File: src/rtl/core/dfaec_pkg.sv
// ----------------------------------------------------------------------------
// DFA equivalent-state counter package
// Operation codes, register indexes and the command and status words that
// pass between the controller and the datapath.
// ----------------------------------------------------------------------------
package dfaec_pkg;

  // Operation codes of an input word.
  localparam logic [1:0] OP_FINAL = 2'd0;
  localparam logic [1:0] OP_TRANS = 2'd1;
  localparam logic [1:0] OP_COUNT = 2'd2;
  localparam logic [1:0] OP_NONE  = 2'd3;

  // Configuration register indexes (byte address bit 2).
  localparam logic REG_STATES  = 1'b0;
  localparam logic REG_SYMBOLS = 1'b1;

  // Reset values of the configuration registers.
  localparam logic [4:0] STATES_RST  = 5'd16;
  localparam logic [3:0] SYMBOLS_RST = 4'd8;

  // A transition entry is a present bit above a four-bit target.
  localparam int TR_W      = 5;
  localparam int TGT_W     = 4;
  localparam int CLASS_MAX = 31;

  typedef struct packed {
    logic clr_step;     // clear one transition entry after reset
    logic load_fin;     // write a finality flag
    logic load_tr;      // write a transition entry
    logic comp_start;   // open the initial marking sweep
    logic row_capture;  // take the row of state i into the row register
    logic pair_rd;      // pair table read address follows the target pair
    logic j_next;       // move to the next partner state
    logic a_clear;      // restart at symbol zero
    logic a_next;       // move to the next symbol
    logic mark;         // mark the current pair distinct
    logic row_write;    // write the row register back
    logic i_next;       // move to the next row
    logic sweep_next;   // open another propagation sweep
    logic cnt_start;    // open the class count scan
    logic cnt_acc;      // fold one row into the non-leader set
    logic tally_start;  // open the leader tally
    logic tally;        // count one leader
  } dfaec_cmd_t;

  typedef struct packed {
    logic clr_last;
    logic j_end;
    logic row_bit;
    logic ev_hit;
    logic ev_need_d;
    logic d_hit;
    logic a_last;
    logic i_last;
    logic again;
  } dfaec_sts_t;

endpackage

File: src/rtl/core/dfa_equivalent_state_counter.sv
// ----------------------------------------------------------------------------
// Load words: one load word per cycle while busy is low. A count with N
// states, M symbols and P = N*(N-1)/2 pairs in use runs up to P+2 sweeps,
// each a symbol loop over the pairs with one table read per step, then a
// class tally. Reset: busy stays high through the clearing pass. Load words
// are not taken while busy is high.
// ----------------------------------------------------------------------------
// ----------------------------------------------------------------------------
// DFA equivalent-state counter
// Holds an automaton's finality flags and transitions and counts its classes
// of equivalent states by table filling.
// ----------------------------------------------------------------------------
module dfa_equivalent_state_counter #(
  parameter int MAX_STATES  = 16,
  parameter int MAX_SYMBOLS = 8
) (
  input  logic        clk_i,
  input  logic        rst_ni,
  input  logic        psel,
  input  logic        penable,
  input  logic        pwrite,
  input  logic [2:0]  paddr,
  input  logic [31:0] pwdata,
  output logic [31:0] prdata,
  output logic        pready,
  input  logic        start,
  output logic        busy,
  input  logic [1:0]  op_i,
  input  logic [3:0]  state_index_i,
  input  logic [2:0]  symbol_index_i,
  input  logic [3:0]  target_state_i,
  input  logic        has_target_i,
  input  logic        final_mark_i,
  output logic        done_o,
  output logic [4:0]  class_count_o
);
  import dfaec_pkg::*;

  logic [4:0] state_count_q;
  logic [3:0] symbol_count_q;
  logic       cfg_we;
  dfaec_cmd_t cmd;
  dfaec_sts_t sts;

  assign cfg_we = psel && penable && pwrite && pready;
  assign pready = 1'b1;

  always_ff @(posedge clk_i or negedge rst_ni) begin
    if (!rst_ni) begin
      state_count_q  <= STATES_RST;
      symbol_count_q <= SYMBOLS_RST;
    end else if (cfg_we) begin
      if (paddr[2] == REG_STATES) begin
        state_count_q <= pwdata[4:0];
      end else begin
        symbol_count_q <= pwdata[3:0];
      end
    end
  end

  assign prdata = (paddr[2] == REG_SYMBOLS) ? {28'd0, symbol_count_q} : {27'd0, state_count_q};

  dfaec_ctrl u_ctrl (
    .clk_i  (clk_i),
    .rst_ni (rst_ni),
    .start  (start),
    .op_i   (op_i),
    .sts_i  (sts),
    .cmd_o  (cmd),
    .busy   (busy),
    .done_o (done_o)
  );

  dfaec_dp #(
    .MAX_STATES  (MAX_STATES),
    .MAX_SYMBOLS (MAX_SYMBOLS)
  ) u_dp (
    .clk_i          (clk_i),
    .rst_ni         (rst_ni),
    .cmd_i          (cmd),
    .sts_o          (sts),
    .state_count_i  (state_count_q),
    .symbol_count_i (symbol_count_q),
    .state_index_i  (state_index_i),
    .symbol_index_i (symbol_index_i),
    .target_state_i (target_state_i),
    .has_target_i   (has_target_i),
    .final_mark_i   (final_mark_i),
    .class_count_o  (class_count_o)
  );

endmodule

File: src/rtl/core/dfaec_ram.sv
// ----------------------------------------------------------------------------
// Generic RAM
// One write port and one read port with registered read data.
// ----------------------------------------------------------------------------
module dfaec_ram #(
  parameter int WIDTH = 8,
  parameter int DEPTH = 16,
  parameter int AW    = (DEPTH > 1) ? $clog2(DEPTH) : 1
) (
  input  logic             clk_i,
  input  logic             we_i,
  input  logic [AW-1:0]    waddr_i,
  input  logic [WIDTH-1:0] wdata_i,
  input  logic [AW-1:0]    raddr_i,
  output logic [WIDTH-1:0] rdata_o
);

  logic [WIDTH-1:0] mem_q [DEPTH];
  logic [WIDTH-1:0] rdata_q;

  always_ff @(posedge clk_i) begin
    if (we_i) begin
      mem_q[waddr_i] <= wdata_i;
    end
    rdata_q <= mem_q[raddr_i];
  end

  assign rdata_o = rdata_q;

endmodule

File: src/rtl/core/dfaec_dp.sv
// ----------------------------------------------------------------------------
// DFA equivalent-state counter datapath
// Transition and pair tables, finality flags, sweep counters and the class
// tally. Acts on the commands of the controller and reports status.
// ----------------------------------------------------------------------------
module dfaec_dp #(
  parameter int MAX_STATES  = 16,
  parameter int MAX_SYMBOLS = 8
) (
  input  logic                 clk_i,
  input  logic                 rst_ni,
  input  dfaec_pkg::dfaec_cmd_t cmd_i,
  output dfaec_pkg::dfaec_sts_t sts_o,
  input  logic [4:0]           state_count_i,
  input  logic [3:0]           symbol_count_i,
  input  logic [3:0]           state_index_i,
  input  logic [2:0]           symbol_index_i,
  input  logic [3:0]           target_state_i,
  input  logic                 has_target_i,
  input  logic                 final_mark_i,
  output logic [4:0]           class_count_o
);
  import dfaec_pkg::*;

  localparam int SW     = $clog2(MAX_STATES);
  localparam int NW     = $clog2(MAX_STATES + 1);
  localparam int AW     = (MAX_SYMBOLS > 1) ? $clog2(MAX_SYMBOLS) : 1;
  localparam int YW     = $clog2(MAX_SYMBOLS + 1);
  localparam int TDEPTH = MAX_STATES * MAX_SYMBOLS;
  localparam int TAW    = $clog2(TDEPTH);

  logic [NW-1:0]         ns;
  logic [YW-1:0]         nsym;
  logic [TAW-1:0]        clr_q;
  logic [MAX_STATES-1:0] fin_q;
  logic [SW-1:0]         i_q;
  logic [SW:0]           j_q;
  logic [AW-1:0]         a_q;
  logic                  sweep0_q;
  logic                  changed_q;
  logic [MAX_STATES-1:0] row_q;
  logic [MAX_STATES-1:0] nonleader_q;
  logic [NW-1:0]         count_q;
  logic [SW-1:0]         j_idx;

  logic                  load_ok;
  logic                  tr_we;
  logic [TAW-1:0]        tr_waddr;
  logic [TR_W-1:0]       tr_wdata;
  logic [TAW-1:0]        tra_raddr;
  logic [TAW-1:0]        trb_raddr;
  logic [TR_W-1:0]       tra_rdata;
  logic [TR_W-1:0]       trb_rdata;
  logic [SW-1:0]         d_raddr;
  logic [MAX_STATES-1:0] d_rdata;
  logic                  pi;
  logic                  pj;
  logic [TGT_W-1:0]      tgt_lo;
  logic [TGT_W-1:0]      tgt_hi;
  logic [MAX_STATES-1:0] upper_mask;

  // States and symbols in use, saturated into their legal ranges.
  always_comb begin
    if (state_count_i == 5'd0) begin
      ns = NW'(1);
    end else if (int'(state_count_i) > MAX_STATES) begin
      ns = NW'(MAX_STATES);
    end else begin
      ns = NW'(state_count_i);
    end
    if (symbol_count_i == 4'd0) begin
      nsym = YW'(1);
    end else if (int'(symbol_count_i) > MAX_SYMBOLS) begin
      nsym = YW'(MAX_SYMBOLS);
    end else begin
      nsym = YW'(symbol_count_i);
    end
  end

  assign j_idx = j_q[SW-1:0];

  // Transition table: the clearing pass after reset and the load writes share
  // the write port; two copies give one read port for each state of a pair.
  always_comb begin
    load_ok = (int'(state_index_i) < MAX_STATES) && (int'(symbol_index_i) < MAX_SYMBOLS);
    if (cmd_i.clr_step) begin
      tr_we    = 1'b1;
      tr_waddr = clr_q;
      tr_wdata = '0;
    end else begin
      tr_we    = cmd_i.load_tr && load_ok;
      tr_waddr = TAW'(state_index_i) * TAW'(MAX_SYMBOLS) + TAW'(symbol_index_i);
      tr_wdata = has_target_i ? {1'b1, target_state_i} : '0;
    end
    tra_raddr = TAW'(i_q) * TAW'(MAX_SYMBOLS) + TAW'(a_q);
    trb_raddr = TAW'(j_idx) * TAW'(MAX_SYMBOLS) + TAW'(a_q);
  end

  dfaec_ram #(
    .WIDTH (TR_W),
    .DEPTH (TDEPTH)
  ) u_tr_ram_a (
    .clk_i   (clk_i),
    .we_i    (tr_we),
    .waddr_i (tr_waddr),
    .wdata_i (tr_wdata),
    .raddr_i (tra_raddr),
    .rdata_o (tra_rdata)
  );

  dfaec_ram #(
    .WIDTH (TR_W),
    .DEPTH (TDEPTH)
  ) u_tr_ram_b (
    .clk_i   (clk_i),
    .we_i    (tr_we),
    .waddr_i (tr_waddr),
    .wdata_i (tr_wdata),
    .raddr_i (trb_raddr),
    .rdata_o (trb_rdata)
  );

  // A transition into a state outside the ones in use counts as absent.
  always_comb begin
    pi = tra_rdata[TR_W-1] && (int'(tra_rdata[TGT_W-1:0]) < int'(ns));
    pj = trb_rdata[TR_W-1] && (int'(trb_rdata[TGT_W-1:0]) < int'(ns));
    if (tra_rdata[TGT_W-1:0] < trb_rdata[TGT_W-1:0]) begin
      tgt_lo = tra_rdata[TGT_W-1:0];
      tgt_hi = trb_rdata[TGT_W-1:0];
    end else begin
      tgt_lo = trb_rdata[TGT_W-1:0];
      tgt_hi = tra_rdata[TGT_W-1:0];
    end
  end

  // The pair table keeps only the upper triangle: row of the lower state,
  // bit of the higher one.
  assign d_raddr = cmd_i.pair_rd ? SW'(tgt_lo) : i_q;

  dfaec_ram #(
    .WIDTH (MAX_STATES),
    .DEPTH (MAX_STATES)
  ) u_pair_ram (
    .clk_i   (clk_i),
    .we_i    (cmd_i.row_write),
    .waddr_i (i_q),
    .wdata_i (row_q),
    .raddr_i (d_raddr),
    .rdata_o (d_rdata)
  );

  always_comb begin
    for (int b = 0; b < MAX_STATES; b++) begin
      upper_mask[b] = (b > int'(i_q)) && (b < int'(ns));
    end
  end

  // Control counters and flags.
  always_ff @(posedge clk_i or negedge rst_ni) begin
    if (!rst_ni) begin
      clr_q     <= '0;
      fin_q     <= '0;
      i_q       <= '0;
      j_q       <= '0;
      a_q       <= '0;
      sweep0_q  <= 1'b0;
      changed_q <= 1'b0;
    end else begin
      if (cmd_i.clr_step) begin
        clr_q <= clr_q + TAW'(1);
      end
      if (cmd_i.load_fin && (int'(state_index_i) < MAX_STATES)) begin
        fin_q[SW'(state_index_i)] <= final_mark_i;
      end
      if (cmd_i.comp_start || cmd_i.sweep_next || cmd_i.cnt_start || cmd_i.tally_start) begin
        i_q <= '0;
      end else if (cmd_i.i_next) begin
        i_q <= i_q + SW'(1);
      end
      if (cmd_i.row_capture) begin
        j_q <= (SW+1)'(i_q) + (SW+1)'(1);
      end else if (cmd_i.j_next || cmd_i.mark) begin
        j_q <= j_q + (SW+1)'(1);
      end
      if (cmd_i.a_clear) begin
        a_q <= '0;
      end else if (cmd_i.a_next) begin
        a_q <= a_q + AW'(1);
      end
      if (cmd_i.comp_start) begin
        sweep0_q <= 1'b1;
      end else if (cmd_i.sweep_next) begin
        sweep0_q <= 1'b0;
      end
      if (cmd_i.comp_start || cmd_i.sweep_next) begin
        changed_q <= 1'b0;
      end else if (cmd_i.mark) begin
        changed_q <= 1'b1;
      end
    end
  end

  // Working row, non-leader set and tally.
  always_ff @(posedge clk_i) begin
    if (cmd_i.row_capture) begin
      row_q <= sweep0_q ? '0 : d_rdata;
    end else if (cmd_i.mark) begin
      row_q[j_idx] <= 1'b1;
    end
    if (cmd_i.cnt_start) begin
      nonleader_q <= '0;
    end else if (cmd_i.cnt_acc) begin
      nonleader_q <= nonleader_q | (~d_rdata & upper_mask);
    end
    if (cmd_i.tally_start) begin
      count_q <= '0;
    end else if (cmd_i.tally) begin
      count_q <= count_q + NW'(!nonleader_q[i_q]);
    end
  end

  always_comb begin
    sts_o.clr_last  = (int'(clr_q) == TDEPTH - 1);
    sts_o.j_end     = (int'(j_q) >= int'(ns));
    sts_o.row_bit   = row_q[j_idx];
    // The initial sweep marks pairs that differ in finality or in the
    // presence of a transition on the current symbol.
    sts_o.ev_hit    = sweep0_q && ((fin_q[i_q] != fin_q[j_idx]) || (pi != pj));
    sts_o.ev_need_d = !sweep0_q && pi && pj && (tra_rdata[TGT_W-1:0] != trb_rdata[TGT_W-1:0]);
    sts_o.d_hit     = d_rdata[SW'(tgt_hi)];
    sts_o.a_last    = (int'(a_q) == int'(nsym) - 1);
    sts_o.i_last    = (int'(i_q) == int'(ns) - 1);
    sts_o.again     = sweep0_q || changed_q;
  end

  assign class_count_o = (int'(count_q) > CLASS_MAX) ? 5'(CLASS_MAX) : 5'(count_q);

  // A pair is only marked once, and only while it is a real pair above the
  // diagonal of the states in use.
  a_mark_fresh : assert property (@(posedge clk_i) disable iff (!rst_ni)
    cmd_i.mark |-> (!row_q[j_idx] && (int'(j_q) > int'(i_q)) && (int'(j_q) < int'(ns))))
    else $error("pair marked twice or outside the upper triangle");

  a_row_in_use : assert property (@(posedge clk_i) disable iff (!rst_ni)
    cmd_i.row_write |-> (int'(i_q) < int'(ns)))
    else $error("pair row written beyond the states in use");

endmodule

File: src/rtl/core/dfaec_ctrl.sv
// ----------------------------------------------------------------------------
// DFA equivalent-state counter controller
// Sequences the clearing pass, the load words and the table filling sweeps,
// then the class tally, by commands to the datapath.
// ----------------------------------------------------------------------------
module dfaec_ctrl (
  input  logic                  clk_i,
  input  logic                  rst_ni,
  input  logic                  start,
  input  logic [1:0]            op_i,
  input  dfaec_pkg::dfaec_sts_t sts_i,
  output dfaec_pkg::dfaec_cmd_t cmd_o,
  output logic                  busy,
  output logic                  done_o
);
  import dfaec_pkg::*;

  localparam logic [3:0] S_CLEAR    = 4'd0;
  localparam logic [3:0] S_IDLE     = 4'd1;
  localparam logic [3:0] S_ROW_LOAD = 4'd2;
  localparam logic [3:0] S_ROW_WAIT = 4'd3;
  localparam logic [3:0] S_PAIR     = 4'd4;
  localparam logic [3:0] S_SYM_RD   = 4'd5;
  localparam logic [3:0] S_SYM_EV   = 4'd6;
  localparam logic [3:0] S_SYM_D    = 4'd7;
  localparam logic [3:0] S_ROW_END  = 4'd8;
  localparam logic [3:0] S_CNT_RD   = 4'd9;
  localparam logic [3:0] S_CNT_ACC  = 4'd10;
  localparam logic [3:0] S_TALLY    = 4'd11;
  localparam logic [3:0] S_DONE     = 4'd12;

  logic [3:0] state_q;
  logic [3:0] state_d;

  always_comb begin
    cmd_o   = '0;
    state_d = state_q;
    case (state_q)
      S_CLEAR: begin
        cmd_o.clr_step = 1'b1;
        if (sts_i.clr_last) begin
          state_d = S_IDLE;
        end
      end
      S_IDLE: begin
        if (start) begin
          case (op_i)
            OP_FINAL: cmd_o.load_fin = 1'b1;
            OP_TRANS: cmd_o.load_tr  = 1'b1;
            OP_COUNT: begin
              cmd_o.comp_start = 1'b1;
              state_d          = S_ROW_LOAD;
            end
            default: ;
          endcase
        end
      end
      S_ROW_LOAD: state_d = S_ROW_WAIT;
      S_ROW_WAIT: begin
        cmd_o.row_capture = 1'b1;
        state_d           = S_PAIR;
      end
      S_PAIR: begin
        if (sts_i.j_end) begin
          state_d = S_ROW_END;
        end else if (sts_i.row_bit) begin
          cmd_o.j_next = 1'b1;
        end else begin
          cmd_o.a_clear = 1'b1;
          state_d       = S_SYM_RD;
        end
      end
      S_SYM_RD: state_d = S_SYM_EV;
      S_SYM_EV: begin
        cmd_o.pair_rd = 1'b1;
        if (sts_i.ev_hit) begin
          cmd_o.mark = 1'b1;
          state_d    = S_PAIR;
        end else if (sts_i.ev_need_d) begin
          state_d = S_SYM_D;
        end else if (sts_i.a_last) begin
          cmd_o.j_next = 1'b1;
          state_d      = S_PAIR;
        end else begin
          cmd_o.a_next = 1'b1;
          state_d      = S_SYM_RD;
        end
      end
      S_SYM_D: begin
        cmd_o.pair_rd = 1'b1;
        if (sts_i.d_hit) begin
          cmd_o.mark = 1'b1;
          state_d    = S_PAIR;
        end else if (sts_i.a_last) begin
          cmd_o.j_next = 1'b1;
          state_d      = S_PAIR;
        end else begin
          cmd_o.a_next = 1'b1;
          state_d      = S_SYM_RD;
        end
      end
      S_ROW_END: begin
        cmd_o.row_write = 1'b1;
        if (!sts_i.i_last) begin
          cmd_o.i_next = 1'b1;
          state_d      = S_ROW_LOAD;
        end else if (sts_i.again) begin
          // Sweep again until a whole sweep marks nothing new.
          cmd_o.sweep_next = 1'b1;
          state_d          = S_ROW_LOAD;
        end else begin
          cmd_o.cnt_start = 1'b1;
          state_d         = S_CNT_RD;
        end
      end
      S_CNT_RD: state_d = S_CNT_ACC;
      S_CNT_ACC: begin
        cmd_o.cnt_acc = 1'b1;
        if (sts_i.i_last) begin
          cmd_o.tally_start = 1'b1;
          state_d           = S_TALLY;
        end else begin
          cmd_o.i_next = 1'b1;
          state_d      = S_CNT_RD;
        end
      end
      S_TALLY: begin
        cmd_o.tally = 1'b1;
        if (sts_i.i_last) begin
          state_d = S_DONE;
        end else begin
          cmd_o.i_next = 1'b1;
        end
      end
      S_DONE: state_d = S_IDLE;
      default: state_d = S_IDLE;
    endcase
  end

  always_ff @(posedge clk_i or negedge rst_ni) begin
    if (!rst_ni) begin
      state_q <= S_CLEAR;
    end else begin
      state_q <= state_d;
    end
  end

  assign busy   = (state_q != S_IDLE);
  assign done_o = (state_q == S_DONE);

  a_done_frees : assert property (@(posedge clk_i) disable iff (!rst_ni)
    done_o |=> !busy)
    else $error("block still busy after delivering a word");

  a_count_busy : assert property (@(posedge clk_i) disable iff (!rst_ni)
    (start && !busy && (op_i == OP_COUNT)) |=> (busy && !done_o))
    else $error("count command did not start a computation");

endmodule
File: config.mk
export PLATFORM = sky130hd
export DESIGN_NAME = dfa_equivalent_state_counter
export DESIGN_NICKNAME = d
export VERILOG_FILES = /design/src/rtl/core/dfaec_pkg.sv /design/src/rtl/core/dfa_equivalent_state_counter.sv /design/src/rtl/core/dfaec_ram.sv /design/src/rtl/core/dfaec_dp.sv /design/src/rtl/core/dfaec_ctrl.sv
export SDC_FILE = /design/constraint.sdc
export NUM_CORES = 1
export LEC_CHECK = 0
export BUFFER_PORTS_ARGS = -buffer_cell sky130_fd_sc_hd__buf_4
export CORE_MARGIN = 2
export CORE_UTILIZATION = 48
export CTS_BUF_LIST = sky130_fd_sc_hd__clkbuf_4
export CTS_CLUSTER_DIAMETER = 40
export DETAILED_ROUTE_END_ITERATION = 12
export GPL_TIMING_DRIVEN = 1
export RECOVER_POWER = 25
export SKIP_CTS_REPAIR_TIMING = 1
export SLEW_MARGIN = 0
export SYNTH_ARGS = -nofsm -noshare
export SYNTH_HDL_FRONTEND = slang
export SYNTH_SLANG_ARGS = --single-unit
File: constraint.sdc
create_clock -name clk_i -period 19.27 [get_ports clk_i]
set_clock_uncertainty 0.1 [all_clocks]
set_input_delay 0 -clock clk_i [delete_from_list [all_inputs] [get_ports clk_i]]
set_output_delay 0 -clock clk_i [all_outputs]
set_load 0.05 [all_outputs]
Yosys cells after proc, flatten, opt, wreduce, memory -nomap -nowiden
Memories as Yosys holds them, arrays and structs flattened. A register that Yosys moved wholly into a read port is not among the register bits.
Index checks and enable logic that the tools add are counted.
Storage, ports and cells
  memories: 3
  logic and storage cells: 240
  bits in registers: 87
  bits of input ports: 56
  bits in writable memories: 1536
  output and inout port bits: 40
Memories
  u_dp.u_tr_ram_a.mem_q: depth 128, bits a word 5, rd ports 1, clocked after memory_dff 1, write ports 1, line dfaec_ram.sv:18  | logic [WIDTH-1:0] mem_q [DEPTH];
  u_dp.u_tr_ram_b.mem_q: depth 128, bits a word 5, rd ports 1, clocked after memory_dff 1, write ports 1, line dfaec_ram.sv:18
  u_dp.u_pair_ram.mem_q: depth 16, bits a word 16, rd ports 1, clocked after memory_dff 1, write ports 1, line dfaec_ram.sv:18
Operators by class
  muxes and demuxes: 92
  reduce and logical (&&, ||, !) cells: 48
  $lt $le $gt $ge: 42
  bitwise operators: 5
  equal/unequal tests: 26
  add/sub/neg operators: 11
Operators by type and width (count)
  $mux 4: 16
  $mux 16: 3
  $pmux 4 s12: 1
  $mux 1: 44
  $lt 4x5->1 const A: 8
  $mux 5: 7
  $eq 4x32->1: 1
  $eq 5x32->1: 1
  $gt 4x4->1 const A: 8
  $or 16x16->16: 2
  $logic_and 1x1->1: 25
  $add 7x3->7: 3
  $bmux 1 s4: 5
  $eq 4x4->1 const B: 5
  $lt 3x5->1 const A: 4
  $lt 4x5->1 const B: 4
  $and 16x16->16: 1
  $bwmux 16: 1
  $eq 4x3->1 const B: 4
  $gt 3x4->1 const A: 4
  $not 16->16: 1
  $mux 2: 6
  $mux 3: 4
  $reduce_bool 2->1: 6
  43 further kinds: 60

Longest topological paths before layout
Gate-level depths: netlist (run 1).
  depth in word-level cells: 14
  gate-level depth with buffers: 16
  gate-level depth less buffers: 14

Modules after synthesis
Synthesis (run 1) repeated with hierarchy kept, for this count alone.
Second synthesis, totals
  cell total of the unflattened synthesis: 3273
  area total of the unflattened synthesis: 66389.9 um2
By module, submodules not included
  dfaec_ram at u_dp.u_tr_ram_a ...: times used 2, area each 25060.3 um2, cells an instance 1090
  dfaec_ram at u_dp.u_pair_ram: times used 1, area each 10043.4 um2, cells an instance 432
  dfaec_dp: times used 1, area each 4956.0 um2, cells an instance 523
  dfa_equivalent_state_counter: times used 1, area each 664.4 um2, cells an instance 56
  dfaec_ctrl: times used 1, area each 605.6 um2, cells an instance 82

Worst setup path before layout (run 1)
Ideal clock, no wire load.
  kind: register to register
  start point: register u_ctrl.state_q[1]
  end point: memory u_dp.u_tr_ram_a.mem_q[102][0] (netlist name) (data pin)
  data arrival time: 6425 ps
  path slack: 12214 ps
  period minus slack after synthesis: 7056 ps
  library setup time: 530 ps
  stages on the path, launching flop included: 8
  path through: dfrtp_1 -> clkbuf_1 -> nor4_1 -> clkbuf_1 -> clkbuf_1 -> clkbuf_1 -> nor2b_1 -> and2_1
Between the ends
  cells in the longest elaborated chain, start to end: 3
RTL lines
  start: declaration: line dfaec_ctrl.sv:32  | logic [3:0] state_q;
  start signal: assignment: line dfaec_ctrl.sv:144  | state_q <= state_d;
  $logic_not 4->1: line dfaec_ctrl.sv:38  | case (state_q)
  $mux 1: line dfaec_ctrl.sv:38
  $mux 5: line dfaec_dp.sv:86  | if (cmd_i.clr_step) begin
  net u_dp.tr_wdata[0]: line dfaec_dp.sv:49  | logic [TR_W-1:0] tr_wdata;
  end: declaration: line dfaec_ram.sv:18
The timed path passes the listed nets, and every way through them passes these cells.

Final worst setup path (run 1)
  start point: register u_ctrl.state_q[1]
  end point: memory u_dp.u_tr_ram_b.mem_q[55][0] (netlist name) (data pin)
Between the ends
  cells in the longest elaborated chain, start to end: 3
RTL lines (line)
  $logic_not 4->1: dfaec_ctrl.sv:38
  $mux 1: dfaec_ctrl.sv:38
  $mux 5: dfaec_dp.sv:86
  net u_dp.tr_wdata[0]: dfaec_dp.sv:49
  end: declaration: dfaec_ram.sv:18
The timed path passes the listed nets, and every way through them passes these cells.

==> metrics.md, run 1 <==
| Metric | Value |
|---|---|
| Hold Path Stages | 6 |
| I/O pin count | 96 |
| Synth area leaders | edfxtp_1, mux4_2, dfrtp_1, mux2i_1, dfxtp_1 |
| DPL Wire Length | 65600 um |
| Final Util | 0.547 |
| Antenna violations before repair | 2 |
| Top cell type by total area after synthesis | edfxtp_1 |
| DR WL/cell | about 26 um |
| Placed cell area | 44300 um^2 |
| FF-to-FF setup slack | around 13 ns |
| #FFs+latches synth | 1008 |
| Slew Limit Fails | 232 |
| Clock root cell | clkbuf_4 |
| Post-synthesis async set-or-reset flop share | 0.0496 |
| RSZ-0062 raised after global routing | false |
| Crit end category | flop |
| VDD IR max | 0.0000678 V |
| Register area share after synthesis | 0.692 |
| Top-count cell post-synth | edfxtp_1 |
| Final std cells w/o fill | between 4000 and 5000 |
| Initial drt markers | 2070 |
| Post-route cell area | 48300 um^2 |
| DRC errors left | 0 |
| Failing checks | max-capacitance violations, max-slew violations |
| Crit Reg-Reg Endpoint | u_dp.u_tr_ram_b.mem_q[55][0] |
| Min Tclk post-route | just under 6 ns |
| Routability cong. | 0.895 |
| Final period util | 0.306 |
| Core Area | 88200 um^2 |
| Hold Violations, Final | 0 |
| Worst Path Required | 19.91 ns |
| Chip Height | ~300 um |
| Dpl cells | ~3600 |
| # rows | 109 |
| Hold_sp | symbol_index_i[0] |
| PD cells | 117 nW/um^2 |
| Synth top area share | 0.641 |
| Vias in the first global route | 24900 |
| Vias | 24200 |
| CP peak stage delay | ~1.8 ns |
| Worst EP arrival | approximately 6.5 ns |
| Starting Density | 0.484 |
| Met3 global-route usage | 0.0521 |
| Grt met2 use | 0.398 |
| Die Area | 91400 um^2 |
| Setup crit start kind | flop |
| Total power | roughly 5.6 mW |
| Critical-path cell with the highest stage delay | and2_0 |
| Area growth, synth to finish | 13.0% |
| Lkg Pwr | between 15 and 20 nW |
| Post-synth cell types | 76 |
| Worst slew pin tran | 3.02 ns |
| Total CTS buffers | 280 |
| TritonCTS clock tree | yes |
| Post-route ant nets | 0 |
| CP Class | reg -> reg |
| Setup tns final | 0 ns |
| Final setup violation count | 0 |
| Max Root-Sink Buffers | 4 |
| CP cell instances | nor4_1, clkbuf_1, nor2b_1, and2_0, buf_4 |
| Worst-path clk slew | 0.07 ns |
| Synth top cells by count | edfxtp_1, mux4_2, nor2_1 |
| Largest net degree at the start of global routing | 106 |
| Slew headroom | -1.01 |
| Syn. warnings | 0 |
| Primary FF master, synth | edfxtp_1 |
| Outcome | complete, but fails checks |
| Die W | roughly 300 um |
| Port Buf Inserts | 38 |
| Clock latency at the later pin of the worst-skew pair | 1.15 ns |
| Avg Cell Area, Syn | 17.0 um^2 |
| Met1 Usage GRT | 0.307 |
| CP Max Fanout | 86 |
| Layout Nets | a little under 3000 |
| R2r startpoint | u_ctrl.state_q[1] |
| Total track usage | 0.237 |
| Number of synthesized flops with an enable pin | 912 |
| Mapped Cells | about 2500 |
| Worst Hold End | u_dp.u_tr_ram_b.mem_q[100][4] |
| H-tree levels | 5 |
| Maxcap violations | 7 |
| Hold Crit Class | in -> reg |
| DR pass1 iterations | 7 |
| Post-DR vias/cell | between 5 and 6 |
| Fraction of layout cells with a size suffix above 1 | 0.278 |
| Gr busiest metal | met2 |
| Grt ovf | 0 |
| Synth Cell Area | 42700 um^2 |
| Global-route wire length before repair | 157000 um |
| Reg2Reg Depth | 5 |
| Max Fclk | 170 MHz |
| Sink Count | 1008 |
| Final WL | ~110000 um |
## flip-flops by register name, summed over array words and instances, names as in the netlist
name and flops:
state_count_q 5, symbol_count_q 4, u_ctrl.state_q 4, u_dp.a_q 3
u_dp.changed_q 1, u_dp.class_count_o 5, u_dp.clr_q 7, u_dp.fin_q 16
u_dp.i_q 4, u_dp.j_q 5, u_dp.nonleader_q 15, u_dp.row_q 16
u_dp.sweep0_q 1, u_dp.u_pair_ram.mem_q 256, u_dp.u_pair_ram.rdata_o 16, u_dp.u_tr_ram_a.mem_q 15
u_dp.u_tr_ram_a.rdata_o 5, u_dp.u_tr_ram_b.mem_q 625, u_dp.u_tr_ram_b.rdata_o 5
## worst max-delay path, delay by kind of cell (launching register included)
family	cells	cell delay [ns]
AND/OR/NAND/NOR	3	3.25
buffers and inverters	2	1.38
flip-flops	1	0.64
## per-layer routing
layer	wire, um	up-vias
met5	0	-
met4	2690	0
met3	6070	149
met2	54500	816
met1	43900	12500
li1	-	10800
## final cells by class
cell class	count	area (um^2)
flip-flops and latches	1008	29600
clock inverters	71	309
inverters	28	105
multi-input cells	1339	12400
well taps	1165	1460
diodes	2	5.00
clock buffers	399	3000
repair buffers	165	1380
fillers	7046	40000
## worst max path at each step
stage                                 start  cells after the start                            end
after floorplan           u_ctrl.state_q[1]                      7  u_dp.u_tr_ram_a.mem_q[102][0]
after global placement     state_count_q[4]                     12              u_ctrl.state_q[0]
after detailed placement   state_count_q[4]                     12              u_ctrl.state_q[0]
after CTS                  state_count_q[4]                     12              u_ctrl.state_q[0]
after global routing      u_ctrl.state_q[1]                      5   u_dp.u_tr_ram_b.mem_q[52][0]
final                     u_ctrl.state_q[1]                      5   u_dp.u_tr_ram_b.mem_q[55][0]
## through the flow
step	hold WS (ns)	setup WS (ns)
floorplan	-0.396	12.21
global placement	-0.00464	14.96
detailed placement	0.00516	14.89
CTS	-1.27	14.84
global route	0.0521	12.77
finish	0.104	13.38
## cell families (layout without fill, tap and decap cells)
group,count (synthesis),count (layout),synth area share
DFF,1008,1008,0.692
and+or+nand+nor,567,567,0.0600
muxes,415,415,0.171
AOI/OAI and AO/OA,280,280,0.0425
buffers and inverters,195,663,0.0213
adders and majority gates,29,29,0.00849
xor gates and xnor gates,20,20,0.00410
other,2,30,0.000176
## where the power goes
group	internal, mW	switching [mW]	leakage (nW)
sequential	2.51	0.0963	9.36
combinational	0.438	0.760	4.65
clock	0.962	0.855	2.01
## layout by cell type (no fill, tap or decap), drive strengths merged, types with 7 or more instances in the layout
cell type / Yosys / routed
a211oi: 11 / 11
a21oi: 59 / 59
a221oi: 8 / 8
a22oi: 9 / 9
a31oi: 10 / 10
a32oi: 12 / 12
and2: 11 / 11
buf: 85 / 81
clkbuf: 82 / 413
clkinv: 1 / 62
conb: 2 / 28
dfrtp: 48 / 48
dfxtp: 46 / 46
dlygate4sd3: 0 / 70
edfxtp: 912 / 912
ha: 29 / 29
inv: 27 / 36
mux2: 52 / 52
mux2i: 117 / 117
mux4: 246 / 246
nand2: 144 / 144
nand2b: 25 / 25
nand3: 37 / 37
nand3b: 22 / 22
nand4: 11 / 11
nor2: 237 / 237
nor2b: 20 / 20
nor3: 32 / 32
o211ai: 7 / 7
o21a: 8 / 8
o21ai: 85 / 85
o221ai: 9 / 9
o22ai: 21 / 21
or3: 8 / 8
xnor2: 11 / 11
xor2: 9 / 9
Power figures use the tool's default switching activity.
==> run 2: changes to the inputs <==
PLACE_DENSITY = 0.66   (was default)
clock period = 5.3 ns   (was 19.27 ns; I/O delays follow)
==> run 2 against run 1 <==
  * The flow still finishes with violations (max-capacitance violations, max-slew violations)
  * Highest routed layer unchanged
  * Largest cell class unchanged
  * Sequential share of layout area shrank 0.13 points
  * Fmax grew 37%
  * Critical path depth fell by 1
  * Largest power group unchanged
==> metrics.md, run 2 (synthesized netlist as in run 1, its figures left out) <==
| Metric | Value |
|---|---|
| CP Class | reg -> reg |
| RSZ-0062 raised after global routing | false |
| Lkg Pwr | 16.1 nW (+0.26%) |
| Chip Height | 302 um (unchanged) |
| Failing checks | max-capacitance violations, max-slew violations |
| Antenna violations before repair | 3 (+1) |
| Sink Count | 1008 (unchanged) |
| Core Area | 88200 um^2 (unchanged) |
| DR WL/cell | 25.4 um (-0.90%) |
| CP peak stage delay | 1.23 ns (-0.58 ns) |
| Max reg flops | 625 (unchanged) |
| Die Area | 91400 um^2 (unchanged) |
| Worst EP arrival | 4.87 ns (-1.66 ns) |
| DPL Wire Length | 67100 um (+2.2%) |
| Total power | 20.4 mW (+260%) |
| R2r startpoint | u_ctrl.state_q[1] |
| Worst slew pin tran | 3.04 ns (+0.0158 ns) |
| Total track usage | 0.234 (-0.00299) |
| Post-DR vias/cell | 5.91 (+1.9%) |
| Hold Violations, Final | 0 (unchanged) |
| Final setup violation count | 0 (unchanged) |
| Grt ovf | 0 (unchanged) |
| VDD IR max | 0.000247 V (+260%) |
| Final period util | 0.813 (+0.507) |
| Area growth, synth to finish | 13.2% |
| Layout Nets | 2917 (+0.34%) |
| I/O pin count | 96 (unchanged) |
| CP Max Fanout | 127 (+48%) |
| Setup crit start | u_ctrl.state_q[1] |
| Post-route ant nets | 0 (unchanged) |
| PD cells | 422 nW/um^2 (+260%) |
| DR pass1 iterations | 6 (-1) |
| Maxcap violations | 2 (-5) |
| CP cell instances | nor4_1, clkbuf_1, nor2b_1, clkbuf_4 |
| TritonCTS clock tree | yes |
| Initial drt markers | 2352 (+14%) |
| Vias in the first global route | 25100 (+1.0%) |
| # rows | 109 (unchanged) |
| Setup crit start kind | flop |
| Starting Density | 0.484 (unchanged) |
| Worst Path Required | 5.86 ns (-14.05 ns) |
| Outcome | complete, but fails checks |
| Vias | 24600 (+1.7%) |
| Min Tclk post-route | 4.31 ns (-1.58 ns) |
| Crit end category | flop |
| Port Buf Inserts | 38 (unchanged) |
| Worst-path clk slew | 0.07 ns (about the same) |
| Commonest cells after routing, fill and taps aside | edfxtp_1, clkbuf_4, mux4_2 |
| Commonest non-fill, non-tap cell in the layout | edfxtp_1 |
| Hold_sp | target_state_i[0] |
| Global-route wire length before repair | 156000 um (-0.74%) |
| DRC errors left | 0 (unchanged) |
| Top flop regs | u_dp.u_tr_ram_b.mem_q: 625 flops, u_dp.u_pair_ram.mem_q: 256 flops |
| Routability cong. | 0.905 (+1.1%) |
| Slew Limit Fails | 91 (-61%) |
| Slew headroom | -1.02 (-0.0105) |
| Largest net degree at the start of global routing | 128 (+21%) |
| Clock root cell | clkbuf_4 |
| Clock latency at the later pin of the worst-skew pair | 1.18 ns (+0.03 ns) |
| Die W | 302 um (unchanged) |
| Hold Crit Class | in -> reg |
| Total CTS buffers | 274 (-2.1%) |
| Critical-path cell with the highest stage delay | clkbuf_4 |
| Final WL | 106000 um (-1.1%) |
| H-tree levels | 5 (unchanged) |
| Largest Register | u_dp.u_tr_ram_b.mem_q |
| Fraction of layout cells with a size suffix above 1 | 0.280 (+0.00111) |
| Max Root-Sink Buffers | 4 (unchanged) |
| Max Fclk | 232 MHz (+37%) |
| Final Util | 0.548 (+0.00118) |
| Setup tns final | 0 ns (unchanged) |
## run 2: final cells by class
class	instances	area, um^2
fillers	6915	39900
flip-flops and latches	1008	29600
multi-input cells	1339	12400
clock buffers	380	2850
repair buffers	181	1570
well taps	1165	1460
clock inverters	62	345
inverters	28	105
diodes	4	10.0
## run 2: per-stage QoR
stage / std cells / hold slack (ns) / setup slack (ns) / area (um^2)
final: 4167 / 0.0935 / 0.993 / 48400
after global routing: 4165 / 0.0634 / 0.659 / 48400
after CTS: 4092 / -1.35 / 1.12 / 47700
after detailed placement: 3650 / -0.0203 / 1.19 / 44500
after global placement: 3650 / -0.0257 / 1.23 / 44500
after floorplan: 2542 / -0.396 / 0.468 / 42800
## run 2: path summary, 6_finish.rpt
check	end	slack, ns	cells after the start
max	u_dp.u_tr_ram_b.mem_q[16][4]	0.99	4
min	u_dp.u_tr_ram_b.mem_q[80][0]	0.09	3
max reg2reg	u_dp.u_tr_ram_b.mem_q[16][4]	0.99	4
min reg2reg	u_dp.nonleader_q[12]	0.37	2
max in group asynchronous	u_dp.a_q[2]	1.40	5
min in group asynchronous	state_count_q[0]	1.43	5
## run 2: worst max-delay path, delay by kind of cell (launching register included)
kind	cells	cell delay (ns)
buf+inv	2	1.73
simple gates	2	1.16
flops	1	0.67
## run 2: where the power goes
part           total, mW  internal [mW]  switching (mW)  leakage (nW)
sequential          9.56           9.13           0.430          9.36
combinational       4.32           1.63            2.70          4.77
clock               6.51           3.48            3.03          1.93
## run 2: routing by layer
layer / wire length [um] / up-vias / part of all wire / track usage
li1: - / 10700 / - / -
met1: 43100 / 12600 / 0.41 / 0.308
met2: 52000 / 1053 / 0.49 / 0.383
met3: 7100 / 243 / 0.067 / 0.0462
met4: 3750 / 0 / 0.035 / 0.0981
met5: 0 / - / 0 / 0
